[src/sv/epws_pkg.sv]
// ----------------------------------------------------------------------------
// epws_pkg
// Shared types, constants and address-split helpers of the page write splitter.
// ----------------------------------------------------------------------------
package epws_pkg;

  localparam int unsigned MAX_TRANSFER = 256;
  localparam int unsigned ADDR_W       = 17;
  localparam int unsigned LEN_W        = 9;
  localparam int unsigned CODE_W       = 4;
  localparam int unsigned QDEPTH       = 2;
  localparam int unsigned QPTR_W       = $clog2(QDEPTH);

  localparam logic [LEN_W-1:0] MAX_LEN = LEN_W'(MAX_TRANSFER);

  // Device size codes: the part holds 2^code Kbit
  localparam logic [CODE_W-1:0] SZ_1K   = 4'd0;
  localparam logic [CODE_W-1:0] SZ_2K   = 4'd1;
  localparam logic [CODE_W-1:0] SZ_4K   = 4'd2;
  localparam logic [CODE_W-1:0] SZ_8K   = 4'd3;
  localparam logic [CODE_W-1:0] SZ_16K  = 4'd4;
  localparam logic [CODE_W-1:0] SZ_32K  = 4'd5;
  localparam logic [CODE_W-1:0] SZ_64K  = 4'd6;
  localparam logic [CODE_W-1:0] SZ_128K = 4'd7;
  localparam logic [CODE_W-1:0] SZ_256K = 4'd8;
  localparam logic [CODE_W-1:0] SZ_512K = 4'd9;
  localparam logic [CODE_W-1:0] SZ_1M   = 4'd10;

  localparam logic [CODE_W-1:0] SIZE_RESET = SZ_2K;
  localparam logic [7:0]        BASE_RESET = 8'hA0;

  typedef enum logic {
    CFG_SIZE_CLASS  = 1'b0,
    CFG_DEVICE_BASE = 1'b1
  } cfg_reg_t;

  typedef enum logic {
    CMD_READ  = 1'b0,
    CMD_WRITE = 1'b1
  } cmd_t;

  // Classified request handed from front to back
  typedef struct packed {
    logic                is_write;
    logic [CODE_W-1:0]   code;
    logic [7:0]          page_mask;
    logic [ADDR_W-1:0]   addr;
    logic [LEN_W-1:0]    len;
  } req_t;

  typedef struct packed {
    logic [7:0]  dev;
    logic [15:0] mem;
    logic        wide;
  } split_t;

  function automatic logic [7:0] page_mask_of(input logic [CODE_W-1:0] code);
    logic [7:0] m;
    begin
      unique case (code)
        SZ_1K, SZ_2K:            m = 8'h07;
        SZ_4K, SZ_8K, SZ_16K:    m = 8'h0f;
        SZ_32K, SZ_64K:          m = 8'h1f;
        SZ_128K, SZ_256K:        m = 8'h3f;
        SZ_512K:                 m = 8'h7f;
        default:                 m = 8'hff;
      endcase
      return m;
    end
  endfunction

  function automatic split_t addr_split(input logic [CODE_W-1:0] code,
                                        input logic [7:0] base,
                                        input logic [ADDR_W-1:0] addr);
    split_t s;
    begin
      s.dev  = base;
      s.mem  = {8'h00, addr[7:0]};
      s.wide = 1'b0;
      unique case (code)
        SZ_1K, SZ_2K: ;
        SZ_4K:  s.dev = base | {6'b0, addr[8], 1'b0};
        SZ_8K:  s.dev = base | {5'b0, addr[9:8], 1'b0};
        SZ_16K: s.dev = base | {4'b0, addr[10:8], 1'b0};
        SZ_1M: begin
          s.dev  = base | {6'b0, addr[16], 1'b0};
          s.mem  = addr[15:0];
          s.wide = 1'b1;
        end
        default: begin
          s.mem  = addr[15:0];
          s.wide = 1'b1;
        end
      endcase
      return s;
    end
  endfunction

endpackage

[src/sv/eeprom_page_write_splitter_top.sv]
// ----------------------------------------------------------------------------
// eeprom_page_write_splitter_top
// Splits linear 24Cxx EEPROM requests into page-aligned I2C transfer descriptors.
// ----------------------------------------------------------------------------
// Usage:
//   Input channel: drive in_command/in_start_address/in_byte_count and raise
//   in_push; the request transfers on a clock edge with in_full low.
//   Result channel: while out_empty is low the oldest descriptor is on the
//   out_* ports; raise out_pop to take it. out_last marks the final
//   descriptor of a request. A read gives one descriptor; a write gives one
//   per page chunk (one empty chunk for a zero count).
//   Configuration: cfg_index 0 selects the size class, 1 the device base;
//   cfg_ready is always high. Write only while the block is idle.
// Timing:
//   When idle, a request is written into the queue, loaded into the working
//   registers and then registered at the output. The chunk sequencer gives one
//   descriptor per cycle while the output register is empty or popped, after
//   a load step per request (up to 33 chunks for 256 bytes on 8-byte pages).
//   Working out one chunk at a time sets that rate; a two-deep request queue
//   lets new requests transfer while a long write is still being split.
// Reset: rst_n (synchronous, active low) empties the queue and output, and
//   sets size class 1 (2 Kbit) and device base 0xA0.
// Stall: when out_pop stays low the descriptor holds and the sequencer
//   stops; the queue then fills and in_full rises.
// ----------------------------------------------------------------------------
module eeprom_page_write_splitter_top (
  input  logic                       clk,
  input  logic                       rst_n,
  input  logic                       cfg_valid,
  output logic                       cfg_ready,
  input  logic                       cfg_index,
  input  logic [7:0]                 cfg_data,
  input  logic                       in_push,
  output logic                       in_full,
  input  logic                       in_command,
  input  logic [epws_pkg::ADDR_W-1:0] in_start_address,
  input  logic [epws_pkg::LEN_W-1:0]  in_byte_count,
  output logic                       out_empty,
  input  logic                       out_pop,
  output logic [7:0]                 out_dev_address,
  output logic [15:0]                out_mem_address,
  output logic                       out_wide_address,
  output logic [epws_pkg::LEN_W-1:0] out_chunk_length,
  output logic                       out_is_write,
  output logic                       out_last
);
  import epws_pkg::*;

  req_t       front_req;
  req_t       q_data;
  logic [7:0] device_base;
  logic       q_valid;
  logic       q_pop;

  // classify the incoming request and hold the configuration
  epws_front u_front (
    .clk              (clk),
    .rst_n            (rst_n),
    .cfg_valid        (cfg_valid),
    .cfg_ready        (cfg_ready),
    .cfg_index        (cfg_index),
    .cfg_data         (cfg_data),
    .in_command       (in_command),
    .in_start_address (in_start_address),
    .in_byte_count    (in_byte_count),
    .req              (front_req),
    .device_base      (device_base)
  );

  // decouple intake from chunk sequencing
  epws_queue u_queue (
    .clk      (clk),
    .rst_n    (rst_n),
    .wr_en    (in_push),
    .wr_data  (front_req),
    .full     (in_full),
    .rd_en    (q_pop),
    .rd_valid (q_valid),
    .rd_data  (q_data)
  );

  // walk each request page by page
  epws_back u_back (
    .clk              (clk),
    .rst_n            (rst_n),
    .q_valid          (q_valid),
    .q_pop            (q_pop),
    .q_data           (q_data),
    .device_base      (device_base),
    .out_empty        (out_empty),
    .out_pop          (out_pop),
    .out_dev_address  (out_dev_address),
    .out_mem_address  (out_mem_address),
    .out_wide_address (out_wide_address),
    .out_chunk_length (out_chunk_length),
    .out_is_write     (out_is_write),
    .out_last         (out_last)
  );

endmodule

[src/sv/epws_front.sv]
// ----------------------------------------------------------------------------
// epws_front
// Configuration registers and request classification (size code, page, count).
// ----------------------------------------------------------------------------
module epws_front (
  input  logic                    clk,
  input  logic                    rst_n,
  input  logic                    cfg_valid,
  output logic                    cfg_ready,
  input  logic                    cfg_index,
  input  logic [7:0]              cfg_data,
  input  logic                    in_command,
  input  logic [epws_pkg::ADDR_W-1:0] in_start_address,
  input  logic [epws_pkg::LEN_W-1:0]  in_byte_count,
  output epws_pkg::req_t          req,
  output logic [7:0]              device_base
);
  import epws_pkg::*;

  logic [CODE_W-1:0] size_class_r, size_class_nxt;
  logic [7:0]        device_base_r, device_base_nxt;
  logic [CODE_W-1:0] code;

  assign cfg_ready = 1'b1;

  always_comb begin
    size_class_nxt  = size_class_r;
    device_base_nxt = device_base_r;
    if (cfg_valid) begin
      unique case (cfg_reg_t'(cfg_index))
        CFG_SIZE_CLASS:  size_class_nxt  = cfg_data[CODE_W-1:0];
        CFG_DEVICE_BASE: device_base_nxt = cfg_data;
      endcase
    end
  end

  always_ff @(posedge clk) begin
    if (!rst_n) begin
      size_class_r  <= SIZE_RESET;
      device_base_r <= BASE_RESET;
    end else begin
      size_class_r  <= size_class_nxt;
      device_base_r <= device_base_nxt;
    end
  end

  // clamp codes above the largest part
  assign code = (size_class_r > SZ_1M) ? SZ_1M : size_class_r;

  always_comb begin
    req.is_write  = (cmd_t'(in_command) == CMD_WRITE);
    req.code      = code;
    req.page_mask = page_mask_of(code);
    req.addr      = in_start_address;
    req.len       = (in_byte_count > MAX_LEN) ? MAX_LEN : in_byte_count;
  end

  assign device_base = device_base_r;

endmodule

[src/sv/epws_queue.sv]
// ----------------------------------------------------------------------------
// epws_queue
// Short request queue between classification and chunk sequencing.
// ----------------------------------------------------------------------------
module epws_queue (
  input  logic           clk,
  input  logic           rst_n,
  input  logic           wr_en,
  input  epws_pkg::req_t wr_data,
  output logic           full,
  input  logic           rd_en,
  output logic           rd_valid,
  output epws_pkg::req_t rd_data
);
  import epws_pkg::*;

  req_t              mem_r [QDEPTH];
  logic [QPTR_W-1:0] wr_ptr_r, wr_ptr_nxt;
  logic [QPTR_W-1:0] rd_ptr_r, rd_ptr_nxt;
  logic [QPTR_W:0]   count_r, count_nxt;
  logic              do_wr, do_rd;

  assign full     = (count_r == (QPTR_W+1)'(QDEPTH));
  assign rd_valid = (count_r != '0);
  assign rd_data  = mem_r[rd_ptr_r];
  assign do_wr    = wr_en && !full;
  assign do_rd    = rd_en && rd_valid;

  always_comb begin
    wr_ptr_nxt = do_wr ? ((wr_ptr_r == QPTR_W'(QDEPTH-1)) ? '0 : wr_ptr_r + 1'b1) : wr_ptr_r;
    rd_ptr_nxt = do_rd ? ((rd_ptr_r == QPTR_W'(QDEPTH-1)) ? '0 : rd_ptr_r + 1'b1) : rd_ptr_r;
    count_nxt  = count_r + (QPTR_W+1)'(do_wr) - (QPTR_W+1)'(do_rd);
  end

  always_ff @(posedge clk) begin
    if (!rst_n) begin
      wr_ptr_r <= '0;
      rd_ptr_r <= '0;
      count_r  <= '0;
    end else begin
      wr_ptr_r <= wr_ptr_nxt;
      rd_ptr_r <= rd_ptr_nxt;
      count_r  <= count_nxt;
    end
  end

  always_ff @(posedge clk) begin
    if (do_wr) begin
      mem_r[wr_ptr_r] <= wr_data;
    end
  end

endmodule

[src/sv/epws_back.sv]
// ----------------------------------------------------------------------------
// epws_back
// Chunk sequencer: walks one request page by page into an output register.
// ----------------------------------------------------------------------------
module epws_back (
  input  logic                       clk,
  input  logic                       rst_n,
  input  logic                       q_valid,
  output logic                       q_pop,
  input  epws_pkg::req_t             q_data,
  input  logic [7:0]                 device_base,
  output logic                       out_empty,
  input  logic                       out_pop,
  output logic [7:0]                 out_dev_address,
  output logic [15:0]                out_mem_address,
  output logic                       out_wide_address,
  output logic [epws_pkg::LEN_W-1:0] out_chunk_length,
  output logic                       out_is_write,
  output logic                       out_last
);
  import epws_pkg::*;

  logic              busy_r, busy_nxt;
  logic              wr_r;
  logic [CODE_W-1:0] code_r;
  logic [7:0]        mask_r;
  logic [ADDR_W-1:0] addr_r, addr_nxt;
  logic [LEN_W-1:0]  rem_r, rem_nxt;
  logic              ovalid_r, ovalid_nxt;
  logic [7:0]        dev_r;
  logic [15:0]       mem_r;
  logic              wide_r, iswr_r, last_r;
  logic [LEN_W-1:0]  clen_r;

  logic [7:0]        off;
  logic [LEN_W-1:0]  room, w;
  logic              fire, load;
  split_t            sp;

  always_comb begin
    off      = addr_r[7:0] & mask_r;
    room     = {1'b0, mask_r & ~off} + LEN_W'(1);
    w        = (!wr_r || (room > rem_r)) ? rem_r : room;
    rem_nxt  = rem_r - w;
    addr_nxt = addr_r + {{(ADDR_W-LEN_W){1'b0}}, w};
    sp       = addr_split(code_r, device_base, addr_r);
    fire     = busy_r && (!ovalid_r || out_pop);
    load     = q_valid && !busy_r;
  end

  always_comb begin
    busy_nxt = busy_r;
    if (load) begin
      busy_nxt = 1'b1;
    end else if (fire && (rem_nxt == '0)) begin
      busy_nxt = 1'b0;
    end
    ovalid_nxt = ovalid_r;
    if (fire) begin
      ovalid_nxt = 1'b1;
    end else if (out_pop) begin
      ovalid_nxt = 1'b0;
    end
  end

  assign q_pop = load;

  always_ff @(posedge clk) begin
    if (!rst_n) begin
      busy_r   <= 1'b0;
      ovalid_r <= 1'b0;
    end else begin
      busy_r   <= busy_nxt;
      ovalid_r <= ovalid_nxt;
    end
  end

  // request working registers
  always_ff @(posedge clk) begin
    if (load) begin
      wr_r   <= q_data.is_write;
      code_r <= q_data.code;
      mask_r <= q_data.page_mask;
      addr_r <= q_data.addr;
      rem_r  <= q_data.len;
    end else if (fire) begin
      addr_r <= addr_nxt;
      rem_r  <= rem_nxt;
    end
  end

  // descriptor output register
  always_ff @(posedge clk) begin
    if (fire) begin
      dev_r  <= sp.dev;
      mem_r  <= sp.mem;
      wide_r <= sp.wide;
      clen_r <= w;
      iswr_r <= wr_r;
      last_r <= (rem_nxt == '0);
    end
  end

  assign out_empty        = !ovalid_r;
  assign out_dev_address  = dev_r;
  assign out_mem_address  = mem_r;
  assign out_wide_address = wide_r;
  assign out_chunk_length = clen_r;
  assign out_is_write     = iswr_r;
  assign out_last         = last_r;

endmodule
[config.mk]
export PLATFORM = sky130hd
export DESIGN_NAME = eeprom_page_write_splitter_top
export DESIGN_NICKNAME = d
export VERILOG_FILES = /design/src/sv/epws_pkg.sv /design/src/sv/eeprom_page_write_splitter_top.sv /design/src/sv/epws_front.sv /design/src/sv/epws_queue.sv /design/src/sv/epws_back.sv
export SDC_FILE = /design/constraint.sdc
export NUM_CORES = 1
export LEC_CHECK = 0
export BUFFER_PORTS_ARGS = -buffer_cell sky130_fd_sc_hd__buf_2
export CAP_MARGIN = 20
export CORE_MARGIN = 2
export CORE_UTILIZATION = 59
export DETAILED_ROUTE_END_ITERATION = 8
export PLACE_DENSITY = 0.82
export SYNTH_ARGS = -nofsm -noshare
export SYNTH_HDL_FRONTEND = slang
export SYNTH_SLANG_ARGS = --single-unit
[constraint.sdc]
create_clock -name clk -period 6.4 [get_ports clk]
set_input_delay 1.28 -clock clk [delete_from_list [all_inputs] [get_ports clk]]
set_output_delay 1.28 -clock clk [all_outputs]
set_load 0.1 [all_outputs]
# ---- Yosys cells after proc, flatten, opt, wreduce, memory -nomap -nowiden
# Memories as Yosys holds them, arrays and structs flattened. A register that Yosys moved wholly into a read port is not among the register bits.
# Cells that the tools add are included.
dict set report totals {
  reg_bits 93
  latch_bits 0
  ramBits 78
  mem_bits_ro 80
  inputBits 41
  output_inout_bits 39
  word_cells 84
  memories 2
}
# memory depth word_bits read_ports rd_clocked_by_memory_dff wr line_no
set memory_table {}
lappend memory_table {{(no name shown)} 16 5 1 0 0 epws_pkg.sv:60} ;# unique case (code)
lappend memory_table {u_queue.mem_r 2 39 1 1 1 epws_queue.sv:17} ;# req_t mem_r [QDEPTH];
dict set report op_classes {
  addsub 7
  multipliers 0
  div 0
  order_cmp 3
  n_eq_ne 6
  shifts 0
  n_mux 19
  bitwise 8
  reduce_logical 20
}
# cell count
set ops {}
lappend ops {{$mux W9} 4}
lappend ops {{$mux W17} 2}
lappend ops {{$pmux W8 S4} 1}
lappend ops {{$add A17 B9 Y17} 1}
lappend ops {{$and A8 B8 Y8} 2}
lappend ops {{$or A8 B2 Y8} 2}
lappend ops {{$mux W1} 11}
lappend ops {{$add A8 B1 Y9 const B} 1}
lappend ops {{$gt A9 B9 Y1} 1}
lappend ops {{$gt A9 B9 Y1 const B} 1}
lappend ops {{$logic_not A9 Y1} 1}
lappend ops {{$sub A9 B9 Y9} 1}
lappend ops {{$eq A4 B2 Y1 const B} 2}
lappend ops {{$not A8 Y8} 1}
lappend ops {{$or A8 B3 Y8} 1}
lappend ops {{$or A8 B4 Y8} 1}
lappend ops {{$reduce_bool A2 Y1} 4}
lappend ops {{$logic_and A1 B1 Y1} 5}
lappend ops {{$reduce_or A5 Y1} 1}
lappend ops {{$eq A4 B1 Y1 const B} 1}
lappend ops {{$eq A4 B3 Y1 const B} 1}
lappend ops {{$eq A4 B4 Y1 const B} 1}
lappend ops {{$gt A4 B4 Y1 const B} 1}
lappend ops {{$logic_not A1 Y1} 4}
lappend ops {{other kinds (9)} 12}

# ---- Longest topological paths before layout
# Gate-level depths: netlist of run 1.
dict set report depth {
  depth_word 12
  mapped_depth 25
  ltp_nobuf 24
}

# ---- Modules after synthesis
# Synthesis of run 1 repeated with hierarchy kept, for this count alone.
dict set report hier_totals {
  hier_cells 680
  area_unflattened_um2 8463.1
}
# mod n_inst cells_each area_each_um2 seq_area_each_um2
set modules_own_cells {}
lappend modules_own_cells {epws_back 1 439 4608.2 2292.2}
lappend modules_own_cells {epws_queue 1 148 3096.7 2442.3}
lappend modules_own_cells {epws_front 1 93 758.2 240.2}

# ---- Least setup slack after synthesis of run 1
# No wires, ideal clock.
dict set report synth_timing {
  path_type {register to register}
  from {reg u_back.addr_r[0]}
  to {reg u_back.addr_r[16], data pin}
  setup_time_ns 0.152
  arrival_ns 4.945
  required_ns 6.248
  setup_slack_ns 1.304
  stages_incl_launch_ff 25
  n_path_buf 1
  period_less_slack_ns 5.096
  cell_sequence {edfxtp_1 > inv_1 > ha_1 > and4bb_2 > xnor2_2 > inv_1 > ha_1 > a21oi_2 > o2111ai_4 > nor3_2 > nor2_2 > clkbuf_1 > o21ai_0 > ha_1 > inv_1 > fa_1 > inv_1 > a21oi_1 > o21bai_1 > inv_1 > maj3_2 > o211ai_2 > nand2_1 > or3_1 > a31oi_1}
}
dict set report synth_via {
  elab_chain_cells 10
}
# element line_no
set synth_lines {}
lappend synth_lines {{start, declared} epws_back.sv:27} ;# logic [ADDR_W-1:0] addr_r, addr_nxt;
lappend synth_lines {{start signal, assigned} epws_back.sv:84} ;# addr_r <= q_data.addr;
lappend synth_lines {{start signal, assigned} epws_back.sv:87} ;# addr_r <= addr_nxt;
lappend synth_lines {{$and A8 B8 Y8 (*)} epws_back.sv:41} ;# off = addr_r[7:0] & mask_r;
lappend synth_lines {{$not A8 Y8 (*)} epws_back.sv:42} ;# room = {1'b0, mask_r & ~off} + LEN_W'(1);
lappend synth_lines {{$and A8 B8 Y8 (*)} epws_back.sv:42}
lappend synth_lines {{$add A8 B1 Y9 (*)} epws_back.sv:42}
lappend synth_lines {{$gt A9 B9 Y1} epws_back.sv:43} ;# w = (!wr_r || (room > rem_r)) ? rem_r : room;
lappend synth_lines {{$logic_or A1 B1 Y1} epws_back.sv:43}
lappend synth_lines {{$mux W9 (*)} epws_back.sv:43}
lappend synth_lines {{net u_back.w[0]} epws_back.sv:36} ;# logic [LEN_W-1:0] room, w;
lappend synth_lines {{$add A17 B9 Y17 (*)} epws_back.sv:45} ;# addr_nxt = addr_r + {{(ADDR_W-LEN_W){1'b0}}, w};
lappend synth_lines {{$mux W17 (*)} epws_back.sv:86} ;# end else if (fire) begin
lappend synth_lines {{$mux W17 (*)} epws_back.sv:80} ;# if (load) begin
# The timed path passes the listed nets; every way through them passes the cells marked *. The select of a mux whose other input is x is not followed.
# A chain may end at the register's enable or synchronous reset.

# ---- Final worst setup path of run 1
# Same ends and word-level chain as after synthesis.

==> results.md, run 1 <==
* Die Width at 118 µm
* Syn Area/Cell at 12.5 µm²
* Syn Std Cell Area at 0.00772 mm²
* Starting Density at 60.9%
* Clock latency on the worst-skew pair at 0.42 ns
* DRT antenna net count at 0
* Worst R2R Path Depth at 23
* Yosys top cell area share at 56.0%
* Slew margin rel. at 36.6%
* Crit Path Category: reg2reg
* Drt wl/cell at 17.8 µm
* Bufs and invs on worst path at 5
* Multi-input combinational cell area at 0.00279 mm²
* Maximum fanout along the worst path at 18
* Place WS at 0.594 ns
* Vias at 5067
* Sum of negative setup slack at 0 ns
* Port bufs at 78
* Largest net degree at the start of global routing at 53
* Most Frequent Cell on Critical Path: inv_1
* Hold EP: u_back.out_dev_address[0]$_DFFE_PP_
* Max-cap violations at 0
* Residual DRC at 0
* Period Utilization, post-route at 90.8%
* Skew final at 0.0149 ns
* Final Hold Fails at 0
* FF/Latch Area at 0.00471 mm²
* FMAX at 0.172 GHz
* Core area at 0.0127 mm²
* Ant. Diodes at 0
* Worst R2R End: u_back.addr_r[16]$_DFFE_PP_
* Hold slack at 0.436 ns
* Post-CTS Setup Bufs at 0
* Num rows at 41
* Io pins at 80
* Total Wirelength at 15800 µm
* Top Family by Delay on Critical Path: adder cells
* Post-DP HPWL at 11200 µm
* CTS sink count at 163
* Clk buf depth at 2
* Pre-antenna DRT Iters at 5
* Top cells by count, synth: 144 x edfxtp_1, 48 x nand2_1, 47 x nor2b_1
* Hold_sp: u_front.device_base[0]$_SDFFE_PN0P_
* Hold Crit Class: reg2reg
* Total CTS buffers at 17
* Period minus WS final at 5.81 ns
* Root Buffer: clkbuf_16
* Final Slew Violations at 0
* Worst r2r src: u_back.addr_r[0]$_DFFE_PP_
* Post-synth ARST share at 0%
* Warnings from Yosys at 0
* Full die area at 0.0140 mm²
* # fillers at 887
* CTS tree: yes
* Worst EP arrival at 6.07 ns
* Layout area overhead at 15.1%
* Nets@finish at 769
* Antenna violations before repair at 0
* Outcome: finished clean
* Count of different cell masters after synthesis at 69
* Syn Inst Count at 618
* Worst Path Required at 6.66 ns
* Initial DRC count at 479
* Startpoint Class: flip-flop
* CP max stage delay at 0.47 ns
* FF+latch count, synth at 163
* Hold Crit Depth at 0
* Gpl congestion at 0.884
* Crit path cell chain: inv_1, ha_1, and4bb_2, xnor2_2, inv_1, ha_1, a21oi_2, o2111ai_4, nor3_2, nor2_2, o21ai_0, ha_1, inv_1, fa_1, inv_1, a21oi_1, o21bai_1, inv_1, maj3_2, o211ai_2, nand2_1, or3_1, a31oi_1
* Vias in the first global route at 4851
* Area contributors post-synth: edfxtp_1 56%, dfxtp_1 4.9%, ha_1 4.1%, nor2b_1 3.8%, xnor2_1 2.4%
* First-pass GRT wire length at 25100 µm
* H-tree depth at 4
* Gr usage total at 23.6%
* Number of synthesized flops with an enable pin at 144
* Syn Nets at 685
* GRT overflow at 0
* Clk slew on worst S/H paths at 0.06 ns
* Slew at the pin closest to its max-slew limit at 0.950 ns
* Yosys top cell by area: edfxtp_1
* RSZ-0062 raised after global routing: false
* CP endpoint kind: flip-flop
* Setup-failing EPs final at 0
* Seq/Total Area, Yosys at 61.0%
* Setup WS post-layout at 0.588 ns
* Most frequent cell after synthesis: edfxtp_1
* Post-synth top flop: edfxtp_1
* Share of cells above drive strength 1 at 20.7%
* Vias per inst at 5.71
* Vert. Die Dim at 118 µm
* Critical path's slowest cell: nor3_2
* Setup slack, reg-to-reg at 0.59 ns
[how the worst max path moves through the flow]
| stage | startpoint | end | slack, ns | cells after the start |
|---|---|---|---|---|
| detailed placement | u_back.addr_r[0]$_DFFE_PP_ | u_back.addr_r[13]$_DFFE_PP_ | 0.59 | 22 |
| global placement | u_back.addr_r[0]$_DFFE_PP_ | u_back.addr_r[13]$_DFFE_PP_ | 0.76 | 22 |
| global route | u_back.addr_r[0]$_DFFE_PP_ | u_back.addr_r[13]$_DFFE_PP_ | 0.07 | 21 |
| CTS | u_back.addr_r[0]$_DFFE_PP_ | u_back.addr_r[13]$_DFFE_PP_ | 0.56 | 22 |
| floorplan | u_back.addr_r[0]$_DFFE_PP_ | u_back.addr_r[16]$_DFFE_PP_ | 1.30 | 24 |
| finish | u_back.addr_r[0]$_DFFE_PP_ | u_back.addr_r[16]$_DFFE_PP_ | 0.59 | 23 |
[state kept, by name (all words and copies together), names as in the netlist, 2 cells and up, named ones only]
signal / count
u_queue.mem_r: 72
u_back.addr_r: 17
u_back.out_mem_address: 16
u_back.out_chunk_length: 9
u_back.rem_r: 9
u_back.out_dev_address: 8
u_front.device_base: 8
u_back.mask_r: 5
u_back.code_r: 4
u_front.size_class_r: 4
u_queue.count_r: 2
[logic make-up (layout without fill, tap and decap cells)]
logic type	count (synthesis)	in the layout	synth area share (%)
simple gates	181	181	12.7
compound gates	129	129	11.6
xor+xnor	30	30	3.50
fa+ha+maj	28	28	4.61
other cells	1	1	0.0486
flops	163	163	61.0
buf+inv	60	157	2.97
mux	26	26	3.57
[per-layer routing]
metal	track usage [%]	wire length (µm)	vias up
li1	-	-	2447
met1	33.2	7310	2410
met2	35.8	7150	191
met3	5.65	1110	19
met4	8.66	229	0
met5	0	0	-
[final cells by class]
type                            count  area share, %
Sequential cell                   163           53.0
Clock inverter                      7          0.817
Timing Repair Buffer               85           5.21
Multi-Input combinational cell    395           31.4
Clock buffer                       25           5.46
Inverter                           40           1.69
Tap cell                          172           2.42
[cells in the final DEF (no fill, tap or decap), types with 5 or more instances in the layout]
cell type and count:
clkbuf_1 5, a21oi_1 34, a21boi_0 10, mux2_2 11
nand2_1 47, xor2_1 8, nor2b_1 47, buf_4 6
inv_1 40, dfxtp_1 18, mux2i_1 14, buf_2 78
nand3_1 14, clkbuf_16 17, a21o_1 6, a211oi_1 18
o21ai_0 19, or3_1 6, ha_1 25, and2_1 10
edfxtp_1 144, nor2_1 25, xnor2_1 21, and3_1 5
[worst register-to-register path, delay by kind of cell, from the launching register on]
family / cells / cell delay (ns)
xor+xnor: 1 / 0.36
compound gates: 7 / 1.39
flops: 1 / 0.41
simple gates: 5 / 1.49
fa+ha+maj: 5 / 1.57
buf+inv: 5 / 0.45
[metrics by stage]
stage,instances,util [%],area [µm²]
after floorplan,618,-,7720
after global routing,887,70.1,8880
after detailed placement,854,65.5,8300
after global placement,854,65.5,8300
after CTS,886,69.9,8850
final,887,70.1,8880
[repair_timing]
action | CTS | global route
gates resized for setup | 0 | 1
hold buffers | 0 | 0
setup endpoints to repair | 0 | 1
Power of run 1 is not shown: default switching activity piles up to over one toggle a cycle in this logic, so the estimate is an artifact.
==> inputs of run 2 (changes only) <==
--- a/config.mk
+++ b/config.mk
@@ -8,6 +8,8 @@
 export BUFFER_PORTS_ARGS = -buffer_cell sky130_fd_sc_hd__buf_2
 export CAP_MARGIN = 20
+export CELL_PAD_IN_SITES_DETAIL_PLACEMENT = 1
+export CELL_PAD_IN_SITES_GLOBAL_PLACEMENT = 1
 export CORE_MARGIN = 2
-export CORE_UTILIZATION = 59
+export CORE_UTILIZATION = 48
 export DETAILED_ROUTE_END_ITERATION = 8
 export PLACE_DENSITY = 0.82
==> constraint.sdc (replaced) <==
create_clock -name clk -period 6.4 [get_ports clk]
set_input_delay 1.28 -clock clk [delete_from_list [all_inputs] [get_ports clk]]
set_output_delay 1.28 -clock clk [all_outputs]
set_load 0.05 [all_outputs]
==> run 2 against run 1 <==
Net effect:
- first-iteration DRC count shrank 36%
- hold slack gained 0.0085 ns
- clock skew shrank 0.0056 ns
- wire length grew 25%
- critical path depth is the same
- sequential cell count is the same
- cell count grew 5.0%
- fmax shrank 1.4%
==> results.md, run 2 (synthesis gave the netlist of run 1 again) <==
* Critical path's slowest cell: edfxtp_1
* Full die area at 0.0171 mm² (+22%)
* Slew at the pin closest to its max-slew limit at 0.998 ns (+0.0484 ns)
* Hold EP: u_back.out_dev_address[4]$_DFFE_PP_
* Crit Path Category: reg2reg
* Most frequent cells in the layout: 144 x edfxtp_1, 78 x buf_2, 47 x nand2_1, 47 x nor2b_1, 40 x inv_1
* Hold Crit Depth at 0 (unchanged)
* Sum of negative setup slack at 0 ns (unchanged)
* First-pass GRT wire length at 30700 µm (+22%)
* Setup-failing EPs final at 0 (unchanged)
* CTS sink count at 163 (unchanged)
* Largest net degree at the start of global routing at 53 (unchanged)
* Vias per inst at 5.63 (-1.4%)
* Hold_sp: u_front.device_base[4]$_SDFFE_PN0P_
* Post-DP HPWL at 13700 µm (+22%)
* CTS tree: yes
* CP endpoint kind: flip-flop
* Root Buffer: clkbuf_16
* Total CTS buffers at 17 (unchanged)
* H-tree depth at 4 (unchanged)
* Drt wl/cell at 21.3 µm (+19%)
* Vert. Die Dim at 131 µm (+11%)
* Pre-antenna DRT Iters at 5 (unchanged)
* CP max stage delay at 0.43 ns (-0.04 ns)
* Worst Path Required at 6.67 ns (about the same)
* Final Slew Violations at 0 (unchanged)
* Io pins at 80 (unchanged)
* Ant. Diodes at 0 (unchanged)
* Post-CTS Setup Bufs at 0 (unchanged)
* Skew final at 0.00932 ns (-0.00561 ns)
* Port bufs at 78 (unchanged)
* Top register by number of flip-flops: u_queue.mem_r
* FMAX at 0.170 GHz (-1.4%)
* Worst R2R Path Depth at 23 (unchanged)
* Antenna violations before repair at 0 (unchanged)
* Period minus WS final at 5.90 ns (+0.0845 ns)
* Worst r2r src: u_back.addr_r[0]$_DFFE_PP_
* Setup slack, reg-to-reg at 0.50 ns (-0.08 ns)
* Die Width at 131 µm (+11%)
* Clock latency on the worst-skew pair at 0.43 ns (about the same)
* Gpl congestion at 0.898 (+1.6%)
* Maximum fanout along the worst path at 18 (unchanged)
* Final Hold Fails at 0 (unchanged)
* Period Utilization, post-route at 92.1% (+1.3 points)
* Worst R2R End: u_back.addr_r[16]$_DFFE_PP_
* Starting Density at 48.9% (-12 points)
* Residual DRC at 0 (unchanged)
* Worst EP arrival at 6.16 ns (+0.09 ns)
* Num rows at 46 (+12%)
* Vias in the first global route at 5533 (+14%)
* Max-cap violations at 0 (unchanged)
* Nets@finish at 769 (unchanged)
* Outcome: finished clean
* Share of cells above drive strength 1 at 21.0% (+0.28 points)
* Startpoint Class: flip-flop
* Gr usage total at 24.2% (+0.59 points)
* RSZ-0062 raised after global routing: false
* Total Wirelength at 19800 µm (+25%)
* # fillers at 1647 (+86%)
* Commonest non-fill, non-tap cell in the layout: edfxtp_1
* DRT antenna net count at 0 (unchanged)
* Clk slew on worst S/H paths at 0.07 ns (about the same)
* Initial DRC count at 305 (-36%)
* Core area at 0.0158 mm² (+24%)
* Hold Crit Class: reg2reg
* Vias at 5246 (+3.5%)
* Layout area overhead at 16.6%
* GRT overflow at 0 (unchanged)
* Crit path cell chain: inv_1, ha_1, and4bb_2, xnor2_2, inv_1, ha_1, a21oi_2, o2111ai_4, nor3_4, nor2_4, o21ai_0, ha_1, inv_1, fa_1, inv_1, a21oi_1, o21bai_1, inv_1, maj3_2, o211ai_2, nand2_1, or3_1, a31oi_1
* Clk buf depth at 2 (unchanged)
* Most Frequent Cell on Critical Path: inv_1
* Number of flip-flops in the largest register at 72 (unchanged)
* Slew margin rel. at 33.4% (-3.2 points)
==> run 2: routing by layer <==
| metal | track usage, % | vias up | wire length (µm) |
|---|---|---|---|
| li1 | - | 2428 | - |
| met1 | 31.6 | 2632 | 8560 |
| met2 | 41.0 | 154 | 10000 |
| met3 | 4.56 | 32 | 871 |
| met4 | 7.63 | 0 | 369 |
| met5 | 0 | - | 0 |
==> run 2: worst max-delay path by stage <==
| stage | startpoint | end | slack [ns] | cells past startpoint |
|---|---|---|---|---|
| 2_1_floorplan | u_back.addr_r[0]$_DFFE_PP_ | u_back.addr_r[16]$_DFFE_PP_ | 1.30 | 24 |
| 3_3_place_gp | u_back.addr_r[0]$_DFFE_PP_ | u_back.busy_r$_SDFFE_PN0P_ | 0.70 | 21 |
| 3_5_place_dp | u_back.addr_r[0]$_DFFE_PP_ | u_back.addr_r[13]$_DFFE_PP_ | 0.43 | 22 |
| 4_1_cts | u_back.addr_r[0]$_DFFE_PP_ | u_back.addr_r[16]$_DFFE_PP_ | 0.30 | 24 |
| 5_1_grt | u_back.addr_r[0]$_DFFE_PP_ | u_back.addr_r[16]$_DFFE_PP_ | 0.11 | 24 |
| 6_report | u_back.addr_r[0]$_DFFE_PP_ | u_back.addr_r[16]$_DFFE_PP_ | 0.50 | 23 |
==> run 2: stage by stage <==
step | util (%) | std cells | hold slack, ns | area [µm²] | worst slack (ns)
2_1_floorplan | - | 618 | 0.408 | 7720 | 1.30
3_3_place_gp | 52.9 | 896 | 0.416 | 8340 | 0.704
3_5_place_dp | 52.9 | 896 | 0.425 | 8340 | 0.434
4_1_cts | 56.6 | 928 | 0.440 | 8920 | 0.296
5_1_grt | 57.1 | 931 | 0.451 | 9000 | 0.114
6_report | 57.1 | 931 | 0.444 | 9000 | 0.503
==> run 2: worst max-delay path, delay by kind of cell, from the launching register on <==
kind,cells,cell delay (ns)
flip-flops,1,0.43
XOR/XNOR,1,0.39
buffers and inverters,5,0.52
AO/OA/AOI/OAI,7,1.51
AND/OR/NAND/NOR,5,1.31
adder cells (fa/ha/maj),5,1.60
==> run 2: final cells by class <==
cell class              instances  area (µm²)  area share (%)
repair buffers                 85         488            5.42
flip-flops and latches        163        4710            52.3
well taps                     216         270            3.00
clock inverters                 9        66.3           0.737
clock buffers                  23         512            5.69
multi-input cells             395        2810            31.2
inverters                      40         150            1.67
==> run 2: repair_timing <==
| action | in CTS | in global routing |
|---|---|---|
| endpoints found under the setup margin | 0 | 5 |
| hold buffers | 0 | 0 |
| resized for setup | 0 | 3 |
Power of run 2 is left out for the same reason.
==> inputs of run 3 (changes only) <==
==> constraint.sdc (replaced) <==
create_clock -name clk -period 6.4 [get_ports clk]
set_input_delay 0 -clock clk [delete_from_list [all_inputs] [get_ports clk]]
set_output_delay 0 -clock clk [all_outputs]
set_load 0.05 [all_outputs]
==> run 3 against run 2 <==
Net effect:
- utilization rose by 2.5 points
- critical endpoint is now u_back.addr_r[13]$_DFFE_PP_
- final area up 4.4%
- clock skew grew 0.0020 ns
- highest routed layer unchanged
- via count is 4.1% higher
- first-iteration DRC count is 1.6% higher
- largest cell class unchanged
- critical path type unchanged
==> results.md, run 3 (synthesis gave the netlist of run 1 again) <==
* Total Wirelength at 21100 µm (+6.7%)
* Hold Crit Class: in2reg
* Vias in the first global route at 5771 (+4.3%)
* Starting Density at 48.9% (unchanged)
* Vias at 5463 (+4.1%)
* Final Hold Fails at 0 (unchanged)
* Root Buffer: clkbuf_16
* Vias per inst at 5.63 (-0.15%)
* Critical Path End: u_back.addr_r[13]$_DFFE_PP_
* Clk buf depth at 2 (unchanged)
* Ant. Diodes at 0 (unchanged)
* First-pass GRT wire length at 32100 µm (+4.4%)
* Pre-antenna DRT Iters at 5 (unchanged)
* Layout area overhead at 21.8%
* CTS sink count at 163 (unchanged)
* Largest net degree at the start of global routing at 53 (unchanged)
* Number of flip-flops in the largest register at 72 (unchanged)
* Top register by number of flip-flops: u_queue.mem_r
* Nets@finish at 809 (+5.2%)
* Worst R2R Path Depth at 22 (-4.3%)
* Worst Path Required at 6.54 ns (-0.13 ns)
* Multi-input combinational cell area at 0.00281 mm² (unchanged)
* Final core utilization at 59.6% (+2.5 points)
* FMAX at 0.170 GHz (about the same)
* Total CTS buffers at 17 (unchanged)
* Worst EP arrival at 6.04 ns (-0.12 ns)
* Gr usage total at 25.3% (+1.1 points)
* Critical Path Start: u_back.addr_r[0]$_DFFE_PP_
* Hold_sp: cfg_index
* Outcome: finished clean
* Die Width at 131 µm (unchanged)
* Clk slew on worst S/H paths at 0.07 ns (about the same)
* Startpoint Class: flip-flop
* Full die area at 0.0171 mm² (unchanged)
* # placed instances at 896 (unchanged)
* Most frequent cells in the layout: 144 x edfxtp_1, 78 x buf_2, 47 x nand2_1, 47 x nor2b_1
* Slew at the pin closest to its max-slew limit at 0.984 ns (-0.0139 ns)
* Core area at 0.0158 mm² (unchanged)
* Residual DRC at 0 (unchanged)
* Slew margin rel. at 34.3% (+0.93 points)
* Share of cells above drive strength 1 at 19.9% (-1.1 points)
* Drt wl/cell at 21.8 µm (+2.3%)
* CTS tree: yes
* Vert. Die Dim at 131 µm (unchanged)
* Final Slew Violations at 0 (unchanged)
* # fillers at 1624 (-1.4%)
* Io pins at 80 (unchanged)
* Skew final at 0.0113 ns (+0.00196 ns)
* Period minus WS final at 5.90 ns (-0.00127 ns)
* Period Utilization, post-route at 92.1% (about the same)
* Maximum fanout along the worst path at 18 (unchanged)
* GRT overflow at 0 (unchanged)
* Setup slack, reg-to-reg at 0.50 ns (about the same)
* Setup WS post-layout at 0.504 ns (+0.00127 ns)
* Port bufs at 78 (unchanged)
* Worst R2R End: u_back.addr_r[13]$_DFFE_PP_
* Commonest non-fill, non-tap cell in the layout: edfxtp_1
* Sum of negative setup slack at 0 ns (unchanged)
* Post-Layout Cell Count at 971 (+4.3%)
* RSZ-0062 raised after global routing: false
* Clock latency on the worst-skew pair at 0.43 ns (about the same)
* Worst r2r src: u_back.addr_r[0]$_DFFE_PP_
* Max-cap violations at 0 (unchanged)
* Place WS at 0.434 ns (unchanged)
* Post-DP HPWL at 13700 µm (unchanged)
* DRT antenna net count at 0 (unchanged)
* CP endpoint kind: flip-flop
* Post-CTS Setup Bufs at 0 (unchanged)
* Initial DRC count at 310 (+1.6%)
* H-tree depth at 4 (unchanged)
* Num rows at 46 (unchanged)
* Gpl congestion at 0.898 (unchanged)
* Setup-failing EPs final at 0 (unchanged)
* Crit Path Category: reg2reg
* Antenna violations before repair at 0 (unchanged)
* FF/Latch Area at 0.00471 mm² (unchanged)
==> run 3: through the flow <==
stage / hold WS (ns) / area (µm²)
6_report: 0.0732 / 9400
5_1_grt: 0.0931 / 9400
4_1_cts: 0.0621 / 9320
3_5_place_dp: 0.195 / 8340
3_3_place_gp: 0.189 / 8340
2_1_floorplan: 0.0989 / 7720
==> run 3: layout make-up <==
cell class | count | area share [%]
clock inverters | 9 | 0.705
well taps | 216 | 2.88
repair buffers | 125 | 9.45
clock buffers | 23 | 5.44
multi-input cells | 395 | 29.9
inverters | 40 | 1.60
flip-flops and latches | 163 | 50.1
==> run 3: timing repair <==
action                                  CTS  global route
hold endpoints to repair                 67             0
hold buffers                             40             0
resized for setup                         0             3
endpoints found under the setup margin    0             5
==> run 3: worst max-delay path, cell delays in order (launching register included) <==
cell       delay, ns
edfxtp_1        0.43
inv_1           0.13
ha_1            0.25
and4bb_2        0.28
xnor2_2         0.39
inv_1           0.15
ha_1            0.33
a21oi_2         0.19
o2111ai_4       0.16
or3_1           0.44
nand2_2         0.30
nand2_1         0.11
o21ai_0         0.14
ha_1            0.29
a21o_1          0.15
a21oi_1         0.25
o21bai_1        0.14
a31oi_1         0.29
o31ai_1         0.19
o41ai_2         0.47
and3b_1         0.26
xnor2_1         0.14
a21oi_1         0.10
==> run 3: routing by layer <==
metal	GRT usage (%)	share of wire (%)	vias to the layer above
met5	0	0	-
met4	8.39	1.9	0
met3	4.76	3.6	35
met2	42.8	51	151
met1	33.0	44	2767
li1	-	-	2510
==> run 3: worst min-delay path by stage <==
| stage | to | slack [ns] | cells after the start |
|---|---|---|---|
| final | u_front.size_class_r[2]$_SDFFE_PN0P_ | 0.07 | 4 |
| after global routing | u_front.size_class_r[2]$_SDFFE_PN0P_ | 0.09 | 4 |
| after CTS | u_front.size_class_r[2]$_SDFFE_PN0P_ | 0.06 | 4 |
| after detailed placement | u_queue.mem_r[1][17]$_DFFE_PP_ | 0.19 | 1 |
| after global placement | u_queue.mem_r[1][16]$_DFFE_PP_ | 0.19 | 1 |
| after floorplan | u_queue.mem_r[0][10]$_DFFE_PP_ | 0.1 | 0 |
Power of run 3 is left out for the same reason.
